--- src/sv/lhp_pkg.sv ---
package lhp_pkg;

  localparam int unsigned CNT_W   = 24;
  localparam int unsigned OUT_W   = 24;
  localparam int unsigned BINS    = 256;
  localparam int unsigned BIN_W   = $clog2(BINS);
  localparam int unsigned PIX_W   = 8;
  localparam int unsigned WGT_W   = 16;
  localparam int unsigned PROD_W  = PIX_W + WGT_W;
  localparam int unsigned ACC_W   = PROD_W + 1;
  localparam int unsigned FRAC_W  = 16;
  localparam int unsigned LUMA_W  = ACC_W - FRAC_W;

  localparam logic [WGT_W-1:0] W_RED      = 16'd13933;
  localparam logic [WGT_W-1:0] W_GREEN    = 16'd46871;
  localparam logic [WGT_W-1:0] W_BLUE     = 16'd4732;
  localparam logic [ACC_W-1:0] ROUND_HALF = ACC_W'(32768);

  localparam logic [BIN_W-1:0] PEAK_LO = BIN_W'(2);
  localparam logic [BIN_W-1:0] PEAK_HI = BIN_W'(253);
  localparam logic [CNT_W-1:0] CNT_MAX = '1;
  localparam logic [OUT_W-1:0] OUT_MAX = '1;

  typedef enum logic [1:0] {
    ACT_PIXEL = 2'd0,
    ACT_READ  = 2'd1,
    ACT_CLEAR = 2'd2
  } lhp_action_e;

  typedef enum logic [2:0] {
    ST_IDLE,
    ST_MUL,
    ST_SUM,
    ST_RD_PIX,
    ST_UPDATE,
    ST_RD_BIN,
    ST_RESP
  } lhp_state_e;

  typedef struct packed {
    logic load;
    logic clear;
    logic mul;
    logic sum;
    logic rd;
    logic update;
    logic respond;
  } lhp_cmd_t;

  function automatic logic [OUT_W-1:0] to_out(logic [CNT_W-1:0] v);
    logic [CNT_W+OUT_W-1:0] w;
    logic [CNT_W+OUT_W-1:0] lim;
    w   = {{OUT_W{1'b0}}, v};
    lim = {{CNT_W{1'b0}}, OUT_MAX};
    if (w > lim) begin
      return OUT_MAX;
    end
    return w[OUT_W-1:0];
  endfunction

endpackage

--- src/sv/lhp_ctrl.sv ---
module lhp_ctrl (
  input  logic              clk_i,
  input  logic              rst_ni,
  input  logic              start_i,
  input  logic [1:0]        action_i,
  output logic              busy_o,
  output lhp_pkg::lhp_cmd_t cmd_o
);

  lhp_pkg::lhp_state_e state_q, state_d;
  logic                accept;

  assign busy_o = (state_q != lhp_pkg::ST_IDLE);
  assign accept = start_i && !busy_o;

  always_ff @(posedge clk_i or negedge rst_ni) begin
    if (!rst_ni) begin
      state_q <= lhp_pkg::ST_IDLE;
    end else begin
      state_q <= state_d;
    end
  end

  always_comb begin
    state_d = state_q;
    case (state_q)
      lhp_pkg::ST_IDLE: begin
        if (accept) begin
          case (lhp_pkg::lhp_action_e'(action_i))
            lhp_pkg::ACT_PIXEL: state_d = lhp_pkg::ST_MUL;
            lhp_pkg::ACT_READ:  state_d = lhp_pkg::ST_RD_BIN;
            default:            state_d = lhp_pkg::ST_IDLE;
          endcase
        end
      end
      lhp_pkg::ST_MUL:    state_d = lhp_pkg::ST_SUM;
      lhp_pkg::ST_SUM:    state_d = lhp_pkg::ST_RD_PIX;
      lhp_pkg::ST_RD_PIX: state_d = lhp_pkg::ST_UPDATE;
      lhp_pkg::ST_UPDATE: state_d = lhp_pkg::ST_IDLE;
      lhp_pkg::ST_RD_BIN: state_d = lhp_pkg::ST_RESP;
      lhp_pkg::ST_RESP:   state_d = lhp_pkg::ST_IDLE;
      default:            state_d = lhp_pkg::ST_IDLE;
    endcase
  end

  always_comb begin
    cmd_o = '0;
    case (state_q)
      lhp_pkg::ST_IDLE: begin
        cmd_o.load  = accept;
        cmd_o.clear = accept && (lhp_pkg::lhp_action_e'(action_i) == lhp_pkg::ACT_CLEAR);
      end
      lhp_pkg::ST_MUL:    cmd_o.mul     = 1'b1;
      lhp_pkg::ST_SUM:    cmd_o.sum     = 1'b1;
      lhp_pkg::ST_RD_PIX: cmd_o.rd      = 1'b1;
      lhp_pkg::ST_UPDATE: cmd_o.update  = 1'b1;
      lhp_pkg::ST_RD_BIN: cmd_o.rd      = 1'b1;
      lhp_pkg::ST_RESP:   cmd_o.respond = 1'b1;
      default:            cmd_o = '0;
    endcase
  end

  a_pixel_path: assert property (@(posedge clk_i) disable iff (!rst_ni)
    accept && (action_i == lhp_pkg::ACT_PIXEL) |=> ##3 state_q == lhp_pkg::ST_UPDATE)
    else $error("pixel item did not reach update");

  a_resp_after_read: assert property (@(posedge clk_i) disable iff (!rst_ni)
    cmd_o.respond |-> $past(state_q) == lhp_pkg::ST_RD_BIN)
    else $error("response without bin read");

  a_read_responds: assert property (@(posedge clk_i) disable iff (!rst_ni)
    accept && (action_i == lhp_pkg::ACT_READ) |=> ##1 cmd_o.respond)
    else $error("read item gave no response");

endmodule

--- config.mk ---
export PLATFORM = sky130hd
export DESIGN_NAME = lhp_ctrl
export DESIGN_NICKNAME = d
export VERILOG_FILES = /design/src/sv/lhp_pkg.sv /design/src/sv/lhp_ctrl.sv
export SDC_FILE = /design/constraint.sdc
export NUM_CORES = 1
export LEC_CHECK = 0
export ABC_CLOCK_PERIOD_IN_PS = 1680
export BUFFER_PORTS_ARGS = -buffer_cell sky130_fd_sc_hd__clkbuf_2
export CAP_MARGIN = 20
export CORE_AREA = 10 10 47 49
export CTS_CLUSTER_SIZE = 10
export DETAILED_ROUTE_END_ITERATION = 16
export DIE_AREA = 0 0 57 59
export HOLD_SLACK_MARGIN = 0.06
export PLACE_DENSITY = 0.5
export SETUP_SLACK_MARGIN = 0.05
export SLEW_MARGIN = 20
export SYNTH_ARGS = -nofsm -noshare
export SYNTH_HDL_FRONTEND = slang
export SYNTH_SLANG_ARGS = --single-unit
export TNS_END_PERCENT = 20
--- constraint.sdc ---
create_clock -name clk_i -period 1.68 [get_ports clk_i]
set_input_delay 0.084 -clock clk_i [delete_from_list [all_inputs] [get_ports clk_i]]
set_output_delay 0.084 -clock clk_i [all_outputs]
set_load 0.03 [all_outputs]
==> run metrics <==
status finished clean; reg2reg start state_q[2]; largest net degree at the start of global routing 10; CTS max path bufs 2; R2R depth 2; CTS Sinks 3; router iterations before antenna repair 3; max reg flops 3; DR vias 192; clk_skew 0.000543 ns; syn avg cell area 10.5 um2; crit share post-route 92.4%; maximum VDD drop approximately 0.00077 V; total gr overflow 0; CP endpoint kind primary output; Ports 13; Syn Inst Count 21; crit path kind reg2out; DRT iter0 DRCs 1; worst relative slew slack 81.3%; antenna viol nets, final 0; Synthesized Nets 26; Yosys warning count 0; fillers between 150 and 200; FF-to-FF End state_q[2]; htree depth 1; post-layout min period 1.55 ns; P&R area growth vs syn 53.4%; drt total wl 563 um; Starting Density between 10% and 20%; vias per std cell 3.62; mapped cell area 220 um2; initial antenna violation count 0; CTS tree done; total CTS buffers 3; vias in the first global route 210; global-route wire length before repair 834 um; DR DRC count 0; PnR worst setup slack 0.129 ns; Hold WC Path Type in2async; setup slack at placement 0.347 ns; max cap viols 0; registers with the most flip-flops state_q (3); Port-buffer cells 12; clock slew at reported path FFs 0.03 ns; nets 43; WL/cell 10.6 um; n_diodes 0; #FFs+latches synth 3; routability congestion estimate 0.596; sequential area share after synthesis about 34%; required time worst endpoint 1.60 ns; DP Area 294 um2; power per cell area around 2000 mW/mm2; Final setup viols 0; layout cells sized above 1 roughly 57%; Die Area 0.00336 mm2; CP arrival 1.47 ns; Layout Cells excl Fill 53; RSZ-0062 raised after global routing false; Netlist cell types 16; critical-path maximum fanout 8; Leak 0.175 nW; core footprint 0.00140 mm2; TNS Setup 0 ns; gr usage total 3.38%; startpoint types flip-flop; Max Freq 645 MHz; pins over their slew limit 0; Chip Height 59 um; R2R Setup Slk between 0.5 and 0.6 ns; Slew @ Worst Pin 0.280 ns; Root Driver clkbuf_4; hold violation total from the final report 0; Skew-Pair Late Insertion Delay 0.23 ns; Top reg by flops state_q; final core occ 24.1%; final instance area 338 um2; dpl cells 47; Cell Rows 14; die width 57 um
==> timing repair <==
action                                 in CTS  in global routing
hold buffers                                1                  0
setup buffers                               0                  1
endpoints found under the hold margin       3                  0
resized for setup                           0                  1
setup endpoints to repair                   0                  1
==> metrics by stage <==
stage | power [mW] | hold WS [ns]
global placement | 0.536 | -0.116
detailed placement | 0.541 | -0.115
finish | 0.669 | 0.192
floorplan | 0.459 | -0.212
global route | 0.713 | 0.186
CTS | 0.673 | 0.178
==> critical path, stage by stage, from the launching register on <==
cell and delay (ns):
dfrtp_1 0.46, nor4b_4 0.35, nor3b_4 0.21, buf_2 0.22
==> kinds of logic (layout without fill, tap and decap cells) <==
kind of cell / after synthesis / after routing / share of synthesized area (%)
AO/OA/AOI/OAI: 2 / 2 / 7.96
AND/OR/NAND/NOR: 12 / 12 / 46.6
XOR/XNOR: 1 / 1 / 3.98
flip-flops: 3 / 3 / 34.1
buffers and inverters: 3 / 19 / 7.38
==> per-layer routing <==
metal  vias to the layer above  global-route usage, %  wire length (um)
li1                        104                      -                 -
met1                        77                   3.58               251
met2                        11                   2.79               198
met3                         0                   3.22               114
met4                         0                   5.03                 0
met5                         -                      0                 0
==> power by group <==
group          internal, mW  switching [mW]  total, mW
Sequential            0.102          0.0709      0.173
Combinational         0.151           0.222      0.373
Clock                0.0888          0.0343      0.123
Total                 0.342           0.327      0.669
==> Yosys cell counts <==
library cell  n  area (um2)
nor2_1        2        7.51
nand2b_1      2        12.5
buf_4         1        7.51
and2_2        1        7.51
or3_2         1        7.51
dfrtp_1       3        75.1
nor3b_2       1        12.5
nor4b_4       1        23.8
o21a_1        1        7.51
a32o_1        1        10.0
nor2b_1       1        6.26
inv_1         1        3.75
xor2_1        1        8.76
nor3b_1       2        15.0
and3b_2       1        10.0
clkbuf_2      1        5.00
==> final cells by class <==
class	count	area, um2	share of cell area, %
clock buffer	4	26.3	7.78
inverter	1	3.75	1.11
multi-input combinational	15	135	40.0
sequential	3	75.1	22.2
tap	16	20.0	5.93
timing repair buffer	14	77.6	23.0
==> placed cells by master (no fill, tap or decap), drive strengths merged, types with 2 or more instances in the layout <==
| master | n |
|---|---|
| nand2b | 2 |
| clkbuf | 15 |
| dfrtp | 3 |
| nor3b | 3 |
| buf | 2 |
| nor2 | 2 |
==> worst max-delay path by stage <==
stage	cells after the start	start	end
detailed placement	3	state_q[0]	cmd_o[5]
global route	3	state_q[2]	cmd_o[5]
finish	3	state_q[2]	cmd_o[5]
CTS	3	state_q[0]	cmd_o[5]
global placement	3	state_q[0]	cmd_o[5]
floorplan	3	state_q[1]	cmd_o[5]
No activity file was read; power rests on OpenSTA's default activity.
